**src/rtl/fat_short_name_decoder_core_assert.svh**
```systemverilog
// Assertion macros for the short-name decoder RTL.
// Each macro expects clk and rst_n in the scope where it is used.
`ifndef FAT_SHORT_NAME_DECODER_CORE_ASSERT_SVH
`define FAT_SHORT_NAME_DECODER_CORE_ASSERT_SVH

// same-cycle implication
`define FSND_ASSERT_NOW(label, ante, cons, msg) \
    label: assert property (@(posedge clk) disable iff (!rst_n) (ante) |-> (cons)) \
        else $error(msg);

// next-cycle implication
`define FSND_ASSERT_NEXT(label, ante, cons, msg) \
    label: assert property (@(posedge clk) disable iff (!rst_n) (ante) |=> (cons)) \
        else $error(msg);

`endif

```
**src/rtl/fsnd_pkg.sv**
```systemverilog
// Types, constants and helpers for the FAT short-name decoder.
// No dependencies.
package fsnd_pkg;

    localparam int NAME_LEN    = 8;
    localparam int EXT_LEN     = 3;
    localparam int MAX_RESULTS = NAME_LEN + 1 + EXT_LEN + 1;

    localparam int NAME_CNT_W = $clog2(NAME_LEN + 1);
    localparam int EXT_CNT_W  = $clog2(EXT_LEN + 1);
    localparam int IDX_W      = $clog2(MAX_RESULTS);

    localparam int ENTRY_W = 8 * NAME_LEN + 8 * EXT_LEN + 8;

    localparam int Q_DEPTH = 2;
    localparam int Q_PTR_W = $clog2(Q_DEPTH);
    localparam int Q_CNT_W = $clog2(Q_DEPTH + 1);

    localparam logic [7:0] CHAR_NUL       = 8'h00;
    localparam logic [7:0] CHAR_SPACE     = 8'h20;
    localparam logic [7:0] CHAR_DOT       = 8'h2E;
    localparam logic [7:0] CHAR_UPPER_A   = 8'h41;
    localparam logic [7:0] CHAR_UPPER_Z   = 8'h5A;
    localparam logic [7:0] CASE_OFFSET    = 8'd32;
    localparam logic [7:0] MARK_DELETED   = 8'hE5;
    localparam logic [7:0] ATTR_LONG_NAME = 8'h0F;

    typedef enum logic [1:0] {
        ST_OK      = 2'd0,
        ST_EMPTY   = 2'd1,
        ST_DELETED = 2'd2,
        ST_LONG    = 2'd3
    } status_t;

    typedef struct packed {
        logic [8*NAME_LEN-1:0] name_bytes;
        logic [8*EXT_LEN-1:0]  ext_bytes;
        logic [NAME_CNT_W-1:0] name_len;
        logic [EXT_CNT_W-1:0]  ext_len;
        logic                  has_ext;
        logic [IDX_W-1:0]      last_idx;
        status_t               status;
    } desc_t;

    function automatic logic [7:0] fold_lower(input logic [7:0] c);
        if (c >= CHAR_UPPER_A && c <= CHAR_UPPER_Z)
        begin
            return c + CASE_OFFSET;
        end
        return c;
    endfunction

endpackage

```
**src/rtl/fsnd_front.sv**
```systemverilog
// Front end: registers one directory entry and classifies it into a descriptor.
// Depends on fsnd_pkg.
module fsnd_front (
    input  logic                        clk,
    input  logic                        rst_n,
    input  logic                        s_tvalid,
    output logic                        s_tready,
    input  logic [fsnd_pkg::ENTRY_W-1:0] s_tdata,
    output logic                        push_valid,
    input  logic                        push_ready,
    output fsnd_pkg::desc_t             push_desc
);
    import fsnd_pkg::*;

    logic               ent_vld_reg;
    logic               ent_vld_next;
    logic [ENTRY_W-1:0] ent_reg;

    logic [8*NAME_LEN-1:0] name_w;
    logic [8*EXT_LEN-1:0]  ext_w;
    logic [7:0]            attr_w;
    logic [NAME_CNT_W-1:0] name_len;
    logic [EXT_CNT_W-1:0]  ext_len;
    logic                  has_ext;
    status_t               status;
    logic [IDX_W-1:0]      last_idx;

    assign s_tready = !ent_vld_reg || push_ready;

    always_comb
    begin
        ent_vld_next = ent_vld_reg;
        if (s_tready)
        begin
            ent_vld_next = s_tvalid;
        end
    end

    always_ff @(posedge clk or negedge rst_n)
    begin
        if (!rst_n)
        begin
            ent_vld_reg <= 1'b0;
        end
        else
        begin
            ent_vld_reg <= ent_vld_next;
        end
    end

    always_ff @(posedge clk)
    begin
        if (s_tvalid && s_tready)
        begin
            ent_reg <= s_tdata;
        end
    end

    assign name_w = ent_reg[8*NAME_LEN-1:0];
    assign ext_w  = ent_reg[8*NAME_LEN +: 8*EXT_LEN];
    assign attr_w = ent_reg[ENTRY_W-1 -: 8];

    // first space wins
    always_comb
    begin
        name_len = NAME_CNT_W'(NAME_LEN);
        for (int j = NAME_LEN - 1; j >= 0; j--)
        begin
            if (name_w[8*j +: 8] == CHAR_SPACE)
            begin
                name_len = NAME_CNT_W'(j);
            end
        end
        ext_len = EXT_CNT_W'(EXT_LEN);
        for (int j = EXT_LEN - 1; j >= 0; j--)
        begin
            if (ext_w[8*j +: 8] == CHAR_SPACE)
            begin
                ext_len = EXT_CNT_W'(j);
            end
        end
    end

    always_comb
    begin
        has_ext = (ext_w[7:0] != CHAR_SPACE);
        if (name_w[7:0] == CHAR_NUL)
        begin
            status = ST_EMPTY;
        end
        else if (name_w[7:0] == MARK_DELETED)
        begin
            status = ST_DELETED;
        end
        else if ((attr_w & ATTR_LONG_NAME) == ATTR_LONG_NAME)
        begin
            status = ST_LONG;
        end
        else
        begin
            status = ST_OK;
        end

        if (status != ST_OK)
        begin
            last_idx = '0;
        end
        else if (has_ext)
        begin
            last_idx = IDX_W'(name_len) + IDX_W'(ext_len) + IDX_W'(1);
        end
        else
        begin
            last_idx = IDX_W'(name_len);
        end
    end

    assign push_valid           = ent_vld_reg;
    assign push_desc.name_bytes = name_w;
    assign push_desc.ext_bytes  = ext_w;
    assign push_desc.name_len   = name_len;
    assign push_desc.ext_len    = ext_len;
    assign push_desc.has_ext    = has_ext;
    assign push_desc.last_idx   = last_idx;
    assign push_desc.status     = status;

endmodule

```
**src/rtl/fsnd_queue.sv**
```systemverilog
// Short descriptor queue between front end and character sequencer.
// Depends on fsnd_pkg.
module fsnd_queue (
    input  logic            clk,
    input  logic            rst_n,
    input  logic            push_valid,
    output logic            push_ready,
    input  fsnd_pkg::desc_t push_desc,
    output logic            pop_valid,
    input  logic            pop,
    output fsnd_pkg::desc_t pop_desc
);
    import fsnd_pkg::*;

    desc_t              slot_reg [Q_DEPTH];
    logic [Q_PTR_W-1:0] wr_ptr_reg;
    logic [Q_PTR_W-1:0] wr_ptr_next;
    logic [Q_PTR_W-1:0] rd_ptr_reg;
    logic [Q_PTR_W-1:0] rd_ptr_next;
    logic [Q_CNT_W-1:0] cnt_reg;
    logic [Q_CNT_W-1:0] cnt_next;
    logic               do_push;
    logic               do_pop;

    assign push_ready = (cnt_reg != Q_CNT_W'(Q_DEPTH));
    assign pop_valid  = (cnt_reg != '0);
    assign pop_desc   = slot_reg[rd_ptr_reg];
    assign do_push    = push_valid && push_ready;
    assign do_pop     = pop && pop_valid;

    always_comb
    begin
        wr_ptr_next = wr_ptr_reg;
        rd_ptr_next = rd_ptr_reg;
        cnt_next    = cnt_reg;
        if (do_push)
        begin
            wr_ptr_next = (wr_ptr_reg == Q_PTR_W'(Q_DEPTH - 1)) ? '0 : wr_ptr_reg + 1'b1;
        end
        if (do_pop)
        begin
            rd_ptr_next = (rd_ptr_reg == Q_PTR_W'(Q_DEPTH - 1)) ? '0 : rd_ptr_reg + 1'b1;
        end
        case ({do_push, do_pop})
            2'b10:   cnt_next = cnt_reg + 1'b1;
            2'b01:   cnt_next = cnt_reg - 1'b1;
            default: cnt_next = cnt_reg;
        endcase
    end

    always_ff @(posedge clk or negedge rst_n)
    begin
        if (!rst_n)
        begin
            wr_ptr_reg <= '0;
            rd_ptr_reg <= '0;
            cnt_reg    <= '0;
        end
        else
        begin
            wr_ptr_reg <= wr_ptr_next;
            rd_ptr_reg <= rd_ptr_next;
            cnt_reg    <= cnt_next;
        end
    end

    always_ff @(posedge clk)
    begin
        if (do_push)
        begin
            slot_reg[wr_ptr_reg] <= push_desc;
        end
    end

endmodule

```
**src/rtl/fsnd_back.sv**
```systemverilog
// Back end: walks a descriptor into the output register, one character per cycle unless stalled.
// Depends on fsnd_pkg and the assertion macro header.
`include "fat_short_name_decoder_core_assert.svh"
module fsnd_back (
    input  logic            clk,
    input  logic            rst_n,
    input  logic            desc_valid,
    input  fsnd_pkg::desc_t desc,
    output logic            pop,
    output logic            m_tvalid,
    input  logic            m_tready,
    output logic [7:0]      m_tdata,   // character
    output logic            m_tlast,   // last_flag
    output logic [1:0]      m_tuser    // status
);
    import fsnd_pkg::*;

    logic             out_vld_reg;
    logic             out_vld_next;
    logic [7:0]       char_reg;
    logic             last_reg;
    status_t          status_reg;
    logic [IDX_W-1:0] idx_reg;
    logic [IDX_W-1:0] idx_next;

    logic             load;
    logic             is_last;
    logic [7:0]       char_sel;
    logic [IDX_W-1:0] ext_off;

    assign load    = desc_valid && (!out_vld_reg || m_tready);
    assign is_last = (idx_reg == desc.last_idx);
    assign pop     = load && is_last;
    assign ext_off = idx_reg - IDX_W'(desc.name_len) - IDX_W'(1);

    always_comb
    begin
        char_sel = CHAR_NUL;
        if (desc.status != ST_OK)
        begin
            char_sel = CHAR_NUL;
        end
        else if (idx_reg < IDX_W'(desc.name_len))
        begin
            char_sel = fold_lower(desc.name_bytes[8*idx_reg[2:0] +: 8]);
        end
        else if (desc.has_ext && idx_reg == IDX_W'(desc.name_len))
        begin
            char_sel = CHAR_DOT;
        end
        else if (desc.has_ext && ext_off < IDX_W'(desc.ext_len))
        begin
            case (ext_off[EXT_CNT_W-1:0])
                2'd0:    char_sel = fold_lower(desc.ext_bytes[7:0]);
                2'd1:    char_sel = fold_lower(desc.ext_bytes[15:8]);
                default: char_sel = fold_lower(desc.ext_bytes[23:16]);
            endcase
        end
    end

    always_comb
    begin
        out_vld_next = out_vld_reg;
        idx_next     = idx_reg;
        if (load)
        begin
            out_vld_next = 1'b1;
            idx_next     = is_last ? '0 : idx_reg + 1'b1;
        end
        else if (m_tready)
        begin
            out_vld_next = 1'b0;
        end
    end

    always_ff @(posedge clk or negedge rst_n)
    begin
        if (!rst_n)
        begin
            out_vld_reg <= 1'b0;
            idx_reg     <= '0;
        end
        else
        begin
            out_vld_reg <= out_vld_next;
            idx_reg     <= idx_next;
        end
    end

    always_ff @(posedge clk)
    begin
        if (load)
        begin
            char_reg   <= char_sel;
            last_reg   <= is_last;
            status_reg <= desc.status;
        end
    end

    assign m_tvalid = out_vld_reg;
    assign m_tdata  = char_reg;
    assign m_tlast  = last_reg;
    assign m_tuser  = status_reg;

    `FSND_ASSERT_NOW(a_reject_single, m_tvalid && status_reg != ST_OK, m_tlast && m_tdata == CHAR_NUL, "rejected entry word not a lone NUL")
    `FSND_ASSERT_NOW(a_idx_range, 1'b1, idx_reg < IDX_W'(MAX_RESULTS), "character index past max")
    `FSND_ASSERT_NOW(a_mid_entry_desc, idx_reg != '0, desc_valid, "descriptor lost mid entry")
    `FSND_ASSERT_NEXT(a_restart, pop, idx_reg == '0, "index not rewound after entry")

endmodule

```
**src/rtl/fat_short_name_decoder_core.sv**
```systemverilog
// FAT 8.3 short-name decoder, top level.
// Channels: s_* takes one directory entry per word, m_* returns one name character per word.
// Input word is 96 bits: name bytes, extension bytes, attribute byte.
// Output: tdata is the character, tlast ends the entry, tuser is the status code.
// A rejected entry (empty, deleted, long-name) yields a single NUL word with its status.
// A valid entry yields name chars, optional dot and extension chars, then a NUL with tlast.
// The first character goes through the entry register, a queue slot and the output register.
// Throughput: one output word per cycle unless stalled; an entry yields 1 to 13 words,
// set by the character sequencer that walks each entry one position per cycle unless stalled.
// Entries are taken back to back while the two-deep descriptor queue has room.
// When the receiver stalls, the output word holds and the queue and front fill,
// then s_tready drops. Reset empties all stages; no state is kept between entries.
module fat_short_name_decoder_core (
    input  logic                         clk,
    input  logic                         rst_n,
    input  logic                         s_tvalid,
    output logic                         s_tready,
    input  logic [fsnd_pkg::ENTRY_W-1:0] s_tdata,   // name_bytes, ext_bytes, attributes
    output logic                         m_tvalid,
    input  logic                         m_tready,
    output logic [7:0]                   m_tdata,   // character
    output logic                         m_tlast,   // last_flag
    output logic [1:0]                   m_tuser    // status
);
    import fsnd_pkg::*;

    logic  push_valid;
    logic  push_ready;
    desc_t push_desc;
    logic  pop_valid;
    logic  pop;
    desc_t pop_desc;

    fsnd_front u_front (
        .clk        (clk),
        .rst_n      (rst_n),
        .s_tvalid   (s_tvalid),
        .s_tready   (s_tready),
        .s_tdata    (s_tdata),
        .push_valid (push_valid),
        .push_ready (push_ready),
        .push_desc  (push_desc)
    );

    fsnd_queue u_queue (
        .clk        (clk),
        .rst_n      (rst_n),
        .push_valid (push_valid),
        .push_ready (push_ready),
        .push_desc  (push_desc),
        .pop_valid  (pop_valid),
        .pop        (pop),
        .pop_desc   (pop_desc)
    );

    fsnd_back u_back (
        .clk        (clk),
        .rst_n      (rst_n),
        .desc_valid (pop_valid),
        .desc       (pop_desc),
        .pop        (pop),
        .m_tvalid   (m_tvalid),
        .m_tready   (m_tready),
        .m_tdata    (m_tdata),
        .m_tlast    (m_tlast),
        .m_tuser    (m_tuser)
    );

endmodule
```
**config.mk**
```make
export PLATFORM = sky130hd
export DESIGN_NAME = fat_short_name_decoder_core
export DESIGN_NICKNAME = d
export VERILOG_FILES = /design/src/rtl/fsnd_pkg.sv /design/src/rtl/fsnd_front.sv /design/src/rtl/fsnd_queue.sv /design/src/rtl/fsnd_back.sv /design/src/rtl/fat_short_name_decoder_core.sv
export VERILOG_INCLUDE_DIRS = /design/src /design/src/rtl
export SDC_FILE = /design/constraint.sdc
export NUM_CORES = 1
export LEC_CHECK = 0
export BUFFER_PORTS_ARGS = -buffer_cell sky130_fd_sc_hd__buf_2
export CORE_ASPECT_RATIO = 1.5
export CORE_MARGIN = 2
export CORE_UTILIZATION = 40
export DETAILED_ROUTE_END_ITERATION = 12
export GPL_TIMING_DRIVEN = 1
export SKIP_CTS_REPAIR_TIMING = 1
export SYNTH_ARGS = -nofsm -noshare
export SYNTH_HDL_FRONTEND = slang
export SYNTH_SLANG_ARGS = --single-unit
```
**constraint.sdc**
```tcl
create_clock -name clk -period 12.05 [get_ports clk]
set_input_delay 1.8075 -clock clk [delete_from_list [all_inputs] [get_ports clk]]
set_output_delay 1.8075 -clock clk [all_outputs]
set_load 0.02 [all_outputs]
```
==> impl_metrics.csv, run 1 <==
group,metric,value,unit
pwr,power_density,263,nW/um^2
setup_path,worstPathArrival,4450,ps
finish,final_cell_mix,"305 x edfxtp_1, 108 x buf_2, 40 x mux2i_1",
finish,final.fill_count,2571,
floorplan,die_h,219,um
pwr,switching_share,0.323,
pwr,p_seq_frac,0.467,
floorplan,core-area,30400,sq um
setup_path,critPathKind,"register to register",
drt,drc,0,
drt,drt_first_pass_iters,5,
synthesis,synth_area,12400,sq um
setup_path,endpoint_kind,"register",
global_routing,grt_start_max_net_pins,69,
placed_design,dp_hpwl,16200,um
timing,tightest_slew,896,ps
pwr,p_clk_frac,0.246,
clock_network,clock_sinks,315,
finish,drive_above_1_share,0.248,
pwr,p_int,2540,uW
setup_path,crit_path_start_kind,"register",
placed_design,port_buffers,108,
timing,final_hold_viol_count,0,
timing,rsz0062_at_grt,"false",
clock_network,clk_latency,540,ps
synthesis,syn_inst,679,
clock_network,path_clk_slew,70,ps
setup_path,path_max_fanout,41,
synthesis,synth_edf_count,305,
finish,fin_util,0.471,
finish,diodes,0,
timing,fin_skew,10.5,ps
synthesis,synth_top_area_frac,0.740,
drt,vias_per_cell,5.13,
finish,largest_reg_flops,202,
floorplan,pin_count,113,
synthesis,synthFlopType,"edfxtp_1",
synthesis,ys_seq_area_frac,0.760,
finish,layoutNonFillerInstCount,1225,
finish,nets,920,
synthesis,synth_top_cell_by_area,"edfxtp_1",
timing,final-max-slew-violation-count,0,
timing,tns,0,ps
drt,ant_nets,0,
synthesis,async_reset_ff_frac,0.0317,
clock_network,clock_path_buffers,3,
drt,wire_per_inst,19.7,um
timing,min_period_over_period,0.338,
timing,setup_viol,0,
finish,final-seq-area,9410,sq um
clock_network,cts_root_buf,"clkbuf_16",
finish,syn_to_final_growth,15.5,%
synthesis,synth_area_per_cell,18.2,sq um
synthesis,synthDistinctLibCells,55,
drt,wl,24100,um
pwr,switchingPower,1210,uW
clock_network,numCtsBuffers,29,
global_routing,first_global_vias,6437,
job,cap_violations,0,
timing,fmax,0.245,GHz
pwr,peakVddDrop,121,uV
floorplan,rows,78,
global_routing,overflow,0,
placed_design,dp_cells,1173,
clock_network,cts_tree,"done",
synthesis,synth.area.top_cells,"edfxtp_1 74%, mux4_2 4.9%, mux2i_1 3.2%",
placed_design,gp_congestion,0.857,
pwr,pwr-share-comb,0.287,
clock_network,htreeDepth,1,
synthesis,ys_seq_elements,315,
floorplan,initial_core_util,0.408,
global_routing,antenna_found_initial,0,
finish,mostFrequentLayoutCell,"edfxtp_1",
run_status,outcome,"finished, final reports clean",
setup_path,required,12420,ps
drt,vias,6285,
drt,drt_iter0_drc,282,
global_routing,grt.total_usage,0.147,
global_routing,grt_pass1_wl,36300,um
synthesis,synth_warnings,0,
synthesis,synth_nets,795,
pwr,power.leakage,0.00499,uW
floorplan,die_w,148,um
timing,min_period,4080,ps
finish,multi_input_area,2770,sq um
floorplan,dieArea,32400,sq um
timing,slew_headroom,0.403,
min_path,hold_path_class,"register to register",
[area by class of cell]
cell class / count / area share
sequential: 315 / 0.658
timing repair buffer: 113 / 0.0404
clock inverter: 19 / 0.0151
tap: 400 / 0.0350
clock buffer: 33 / 0.0518
multi-input combinational: 325 / 0.194
inverter: 20 / 0.00525
[critical path, stage by stage, from the launching register on]
cell and delay (ps):
dfrtp_4 910, mux2i_1 370, ha_1 230, inv_1 60, fa_1 770, inv_1 230, ha_1 260, nor3_1 170
and3_1 300, o211ai_1 150, a211o_1 240, a21oi_1 180
[power groups by stage]
stage	Combinational, uW	Sequential, uW	Clock (uW)
floorplan	837	1720	0
global placement	1080	1770	0
detailed placement	1090	1780	0
CTS	1090	1760	945
global route	1190	1790	989
finish	1080	1750	924
[cells in the mapped netlist, types with 4 or more instances]
library cell and count:
a21oi_1 13, a221oi_1 8, a22oi_1 4, a31oi_1 4, and2_1 5, and3_1 4, buf_2 4, buf_6 6
clkbuf_1 4, dfrtp_1 10, edfxtp_1 305, ha_1 14, inv_1 19, mux2_2 15, mux2i_1 40, mux4_2 27
nand2_1 36, nand2b_1 5, nand3_1 11, nand4_1 7, nor2_1 26, nor2b_1 5, nor3_1 8, nor4_1 11
nor4b_1 8, o21ai_0 23, xnor2_1 8, xor2_1 4
[cells by family (layout without fill, tap and decap cells)]
family | after synthesis | after routing | share of synthesized area
buffers and inverters | 39 | 185 | 0.0174
AND/OR/NAND/NOR | 135 | 135 | 0.0587
multiplexers | 82 | 82 | 0.0951
adder cells (fa/ha/maj) | 16 | 16 | 0.0174
AO/OA/AOI/OAI | 80 | 80 | 0.0430
flip-flops | 315 | 315 | 0.760
XOR/XNOR | 12 | 12 | 0.00849
[metal layers]
| metal | vias to the layer above | wire (um) | part of all wire | GRT usage |
|---|---|---|---|---|
| li1 | 2960 | - | - | - |
| met1 | 3146 | 9340 | 0.39 | 0.172 |
| met2 | 141 | 13200 | 0.55 | 0.276 |
| met3 | 38 | 967 | 0.040 | 0.0224 |
| met4 | 0 | 619 | 0.026 | 0.0468 |
| met5 | - | 0 | 0 | 0 |
[metrics by stage]
step,total power [uW],hold WS [ps],instance area (sq um),worst slack (ps)
after CTS,3800,467,14300,7940
after global routing,3960,489,14300,7620
after global placement,2850,446,13300,8000
after floorplan,2560,436,12400,6650
final,3760,470,14300,7970
after detailed placement,2870,464,13300,7980
[path summary, 6_finish.rpt]
path	start	slack (ps)	to	cells past startpoint
setup / recovery	u_queue.rd_ptr_reg$_DFFE_PN0P_	7970	u_back.m_tdata[0]$_SDFFCE_PP0P_	11
hold / removal	u_front.ent_reg[64]$_DFFE_PP_	470	u_queue.slot_reg[1][13]$_DFFE_PP_	0
setup reg to reg	u_queue.rd_ptr_reg$_DFFE_PN0P_	7970	u_back.m_tdata[0]$_SDFFCE_PP0P_	11
hold reg to reg	u_front.ent_reg[64]$_DFFE_PP_	470	u_queue.slot_reg[1][13]$_DFFE_PP_	0
max in group asynchronous	rst_n	10690	u_queue.rd_ptr_reg$_DFFE_PN0P_	1
min in group asynchronous	rst_n	1130	u_front.push_valid$_DFFE_PN0N_	1
Note: power is estimated with default switching activity, not from simulation.
==> run 2, diff against run 1 <==
Clock period 12.05 ns to 3.5 ns, I/O delays scaled along.
==> impl_metrics.csv, run 2 (synthesis gave the netlist of run 1 again) <==
group,metric,value,unit
setup_path,ff2ff_setup_slack,380,ps
global_routing,grt_start_max_net_pins,57,
timing,tightest_slew,784,ps
placed_design,dp_cells,1188,
drt,drt_iter0_drc,350,
setup_path,required,3910,ps
clock_network,path_clk_slew,70,ps
finish,layoutNonFillerInstCount,1244,
floorplan,dieArea,32400,sq um
placed_design,dp_hpwl,17100,um
run_status,outcome,"finished, final reports clean",
global_routing,grt_pass1_wl,37400,um
global_routing,overflow,0,
finish,final.fill_count,2579,
placed_design,gp_congestion,0.840,
timing,setup_viol,0,
clock_network,clock_path_buffers,3,
setup_path,r2r_cells,11,
clock_network,cts_root_buf,"clkbuf_16",
drt,vias_per_cell,5.11,
floorplan,die_w,148,um
placed_design,port_buffers,108,
setup_path,r2r-start,"u_queue.rd_ptr_reg$_DFFE_PN0P_",
clock_network,cts_tree,"done",
drt,ant_nets,0,
drt,wire_per_inst,19.8,um
global_routing,first_global_vias,6679,
finish,mostFrequentLayoutCell,"edfxtp_1",
setup_path,worstPathArrival,3530,ps
setup_path,critPathKind,"register to register",
timing,slew_headroom,0.473,
setup_path,crit_start,"u_queue.rd_ptr_reg$_DFFE_PN0P_",
clock_network,numCtsBuffers,30,
setup_path,crit_path_start_kind,"register",
pwr,power_density,902,nW/um^2
finish,multi_input_area,2770,sq um
setup_path,endpoint_kind,"register",
timing,final-max-slew-violation-count,0,
drt,vias,6355,
finish,largest_reg_flops,202,
timing,min_period_over_period,0.891,
min_path,holdCritStartpoint,"s_tdata[69]",
min_path,hold_path_class,"primary input to register",
timing,whs,134,ps
setup_path,timing.rr.end,"u_back.m_tdata[0]$_SDFFCE_PP0P_",
pwr,peakVddDrop,504,uV
floorplan,initial_core_util,0.408,
timing,min_period,3120,ps
finish,diodes,0,
finish,syn_to_final_growth,16.6,%
timing,final_hold_viol_count,0,
finish,final-seq-area,9410,sq um
pwr,power.leakage,0.00508,uW
finish,final_cell_mix,"305 x edfxtp_1, 108 x buf_2, 40 x mux2i_1",
clock_network,clk_latency,560,ps
min_path,min_to,"u_front.ent_reg[69]$_DFFE_PP_",
finish,drive_above_1_share,0.261,
timing,fin_skew,14.3,ps
job,cap_violations,0,
timing,fmax,0.321,GHz
min_path,whs_path_depth,1,
drt,drc,0,
drt,drt_first_pass_iters,5,
floorplan,die_h,219,um
finish,nets,937,
timing,tns,0,ps
timing,rsz0062_at_grt,"false",
floorplan,core-area,30400,sq um
floorplan,pin_count,113,
global_routing,grt.total_usage,0.153,
clock_network,clock_sinks,315,
setup_path,path_max_fanout,29,
floorplan,rows,78,
drt,wl,24600,um
clock_network,htreeDepth,1,
global_routing,antenna_found_initial,0,
## run 2: metrics by stage
| stage | utilization | total power (uW) | cell area [sq um] | worst slack [ps] |
|---|---|---|---|---|
| global placement | 0.444 | 10000 | 13500 | 396 |
| global route | 0.476 | 13700 | 14400 | 140 |
| finish | 0.476 | 13000 | 14400 | 383 |
| CTS | 0.475 | 13200 | 14400 | 358 |
| floorplan | - | 8780 | 12400 | 104 |
| detailed placement | 0.444 | 10100 | 13500 | 378 |
## run 2: report_power, final
group / internal, uW / switching [uW] / total [uW]
registers: 5440 / 372 / 5810
clock network: 1760 / 1350 / 3110
logic: 1570 / 2540 / 4110
## run 2: worst max-delay path by stage
stage | end | slack [ps] | depth (start not counted)
6_report | u_back.m_tdata[0]$_SDFFCE_PP0P_ | 380 | 11
5_1_grt | u_back.m_tdata[0]$_SDFFCE_PP0P_ | 140 | 11
4_1_cts | u_back.m_tdata[5]$_SDFFCE_PP0P_ | 360 | 10
3_5_place_dp | u_back.m_tdata[5]$_SDFFCE_PP0P_ | 380 | 10
3_3_place_gp | u_back.m_tdata[0]$_SDFFCE_PP0P_ | 400 | 11
2_1_floorplan | u_queue.slot_reg[1][0]$_DFFE_PP_ | 100 | 2
## run 2: routing by layer
layer	up-vias	global-route usage	routed length, um
met2	147	0.298	13700
met4	0	0.0484	617
met1	3166	0.169	9230
li1	3002	-	-
met5	-	0	0
met3	40	0.0236	1040
## run 2: critical path, stage by stage, from the launching register on
cell	delay, ps
dfrtp_4	470
buf_12	260
mux2i_1	290
inv_1	90
fa_1	530
inv_1	120
ha_1	220
nor3_1	160
and3_1	290
o211ai_1	150
a211o_1	240
a21oi_1	120
## run 2: layout make-up
cell class,instances,area share
Clock inverter,17,0.00962
Sequential cell,315,0.652
Timing Repair Buffer,129,0.0511
Clock buffer,38,0.0555
Inverter,20,0.00520
Multi-Input combinational cell,325,0.192
Tap cell,400,0.0347
==> run 3, diff against run 2 <==
Settings changed: SKIP_CTS_REPAIR_TIMING 1 to default, SLEW_MARGIN from default to 0.
Clock period 3.5 ns to 3.1 ns, I/O delays scaled along.
==> impl_metrics.csv, run 3 (synthesis gave the netlist of run 1 again) <==
group,metric,value,unit
clock_network,numCtsBuffers,30,
global_routing,grt_pass1_wl,37100,um
setup_path,r2r-start,"u_queue.rd_ptr_reg$_DFFE_PN0P_",
setup_path,worstPathArrival,3350,ps
global_routing,grt.total_usage,0.151,
drt,vias,6403,
finish,syn_to_final_growth,19.5,%
floorplan,initial_core_util,0.408,
drt,drt_iter0_drc,412,
clock_network,cts_tree,"done",
setup_path,path_cells,"buf_12 -> mux2i_1 -> inv_1 -> fa_1 -> inv_2 -> ha_1 -> nor3_1 -> and3_1 -> o211ai_1 -> a211o_1 -> a21oi_1",
run_status,outcome,"finished, final reports clean",
setup_path,path_buf_inv,3,
floorplan,rows,78,
global_routing,grt_start_max_net_pins,76,
placed_design,dp_cells,1211,
timing,setup_viol,0,
timing,final-max-slew-violation-count,0,
timing,fmax,0.340,GHz
global_routing,grt-busiest-layer,"met2",
drt,wire_per_inst,19.3,um
timing,min_period,2950,ps
setup_path,slowest_delay,520,ps
floorplan,core-area,30400,sq um
global_routing,met2_usage,0.295,
clock_network,clock_path_buffers,3,
timing,fin_skew,10.9,ps
placed_design,dp_hpwl,17200,um
finish,diodes,0,
setup_path,r2r_cells,11,
pwr,power.leakage,0.00529,uW
finish,largest_reg_flops,202,
drt,ant_nets,0,
placed_design,dpl_worst_slack,141,ps
min_path,holdCritStartpoint,"s_tdata[80]",
timing,tightest_slew,703,ps
clock_network,htreeDepth,1,
placed_design,gp_congestion,0.828,
finish,final_cell_mix,"305 x edfxtp_1, 108 x buf_2, 40 x mux2i_1",
setup_path,crit_start,"u_queue.rd_ptr_reg$_DFFE_PN0P_",
clock_network,cts_root_buf,"clkbuf_16",
setup_path,cp_top_family,"adder cells",
global_routing,overflow,0,
drt,wl,24400,um
timing,slew_headroom,0.531,
placed_design,port_buffers,108,
drt,drc,0,
clock_network,clock_sinks,315,
setup_path,path_max_fanout,20,
global_routing,first_global_vias,6690,
clock_network,clk_latency,560,ps
finish,mostFrequentLayoutCell,"edfxtp_1",
pwr,power_density,1040,nW/um^2
global_routing,met1_usage,0.170,
timing,final_hold_viol_count,0,
clock_network,path_clk_slew,70,ps
global_routing,antenna_found_initial,0,
global_routing,grt_util_met3,0.0240,
floorplan,die_w,148,um
floorplan,dieArea,32400,sq um
clock_network,post-cts-setup-buffers,0,
setup_path,crit_path_start_kind,"register",
min_path,hold_path_class,"primary input to register",
finish,drive_above_1_share,0.289,
timing,rsz0062_at_grt,"false",
setup_path,required,3510,ps
finish,nets,960,
job,cap_violations,0,
setup_path,endpoint_kind,"register",
pwr,peakVddDrop,503,uV
min_path,whs_path_depth,1,
timing,layout_setup_ws,155,ps
finish,layoutNonFillerInstCount,1266,
floorplan,pin_count,113,
setup_path,ff2ff_setup_slack,150,ps
drt,vias_per_cell,5.06,
drt,drt_first_pass_iters,5,
pwr,fin_total_pwr,15400,uW
setup_path,critPathKind,"register to register",
timing,min_period_over_period,0.950,
setup_path,timing.rr.end,"u_back.m_tdata[0]$_SDFFCE_PP0P_",
setup_path,crit_slowest_cell,"fa_1",
min_path,min_to,"u_front.ent_reg[80]$_DFFE_PP_",
floorplan,die_h,219,um
## run 3: final cells by class
| cell class | instances | area (sq um) |
|---|---|---|
| flip-flops and latches | 315 | 9410 |
| fillers | 2556 | 15500 |
| well taps | 400 | 500 |
| inverters | 20 | 75.1 |
| clock inverters | 20 | 305 |
| clock buffers | 34 | 787 |
| multi-input cells | 325 | 2770 |
| repair buffers | 152 | 948 |
## run 3: repair_timing
item	4_1_cts	5_1_grt
gates resized for setup	0	1
endpoints found under the setup margin	0	2
endpoints found under the hold margin	10	0
hold buffers	1	0
## run 3: stage by stage
stage,hold slack (ps),setup TNS (ps),util,cell area [sq um]
after detailed placement,343,0,0.451,13700
after global placement,346,0,0.451,13700
after CTS,47.8,0,0.488,14800
final,80.5,0,0.488,14800
after floorplan,169,-1100,-,12400
after global routing,50.7,0,0.488,14800
## run 3: worst max-delay path by stage
stage	end	slack [ps]	cells past startpoint
after floorplan	u_back.m_tdata[0]$_SDFFCE_PP0P_	-230	17
after detailed placement	u_queue.slot_reg[1][3]$_DFFE_PP_	140	13
after CTS	u_queue.slot_reg[1][3]$_DFFE_PP_	120	13
after global placement	u_back.m_tdata[0]$_SDFFCE_PP0P_	190	11
after global routing	u_back.m_tdata[0]$_SDFFCE_PP0P_	8	11
final	u_back.m_tdata[0]$_SDFFCE_PP0P_	150	11
## run 3: where the power goes
part	leakage [uW]	switching, uW	total (uW)	internal (uW)
logic	0.00178	2900	4880	1980
registers	0.00297	427	6560	6140
clock network	0.000539	1520	4000	2480
total	0.00529	4850	15400	10600
## run 3: metal layers
metal  vias to the layer above  routed length (um)  part of all wire
met5                         -                   0                 0
met4                         0                 374             0.015
met3                        23                 960             0.039
met2                       140               13700              0.56
met1                      3200                9340              0.38
li1                       3040                   -                 -
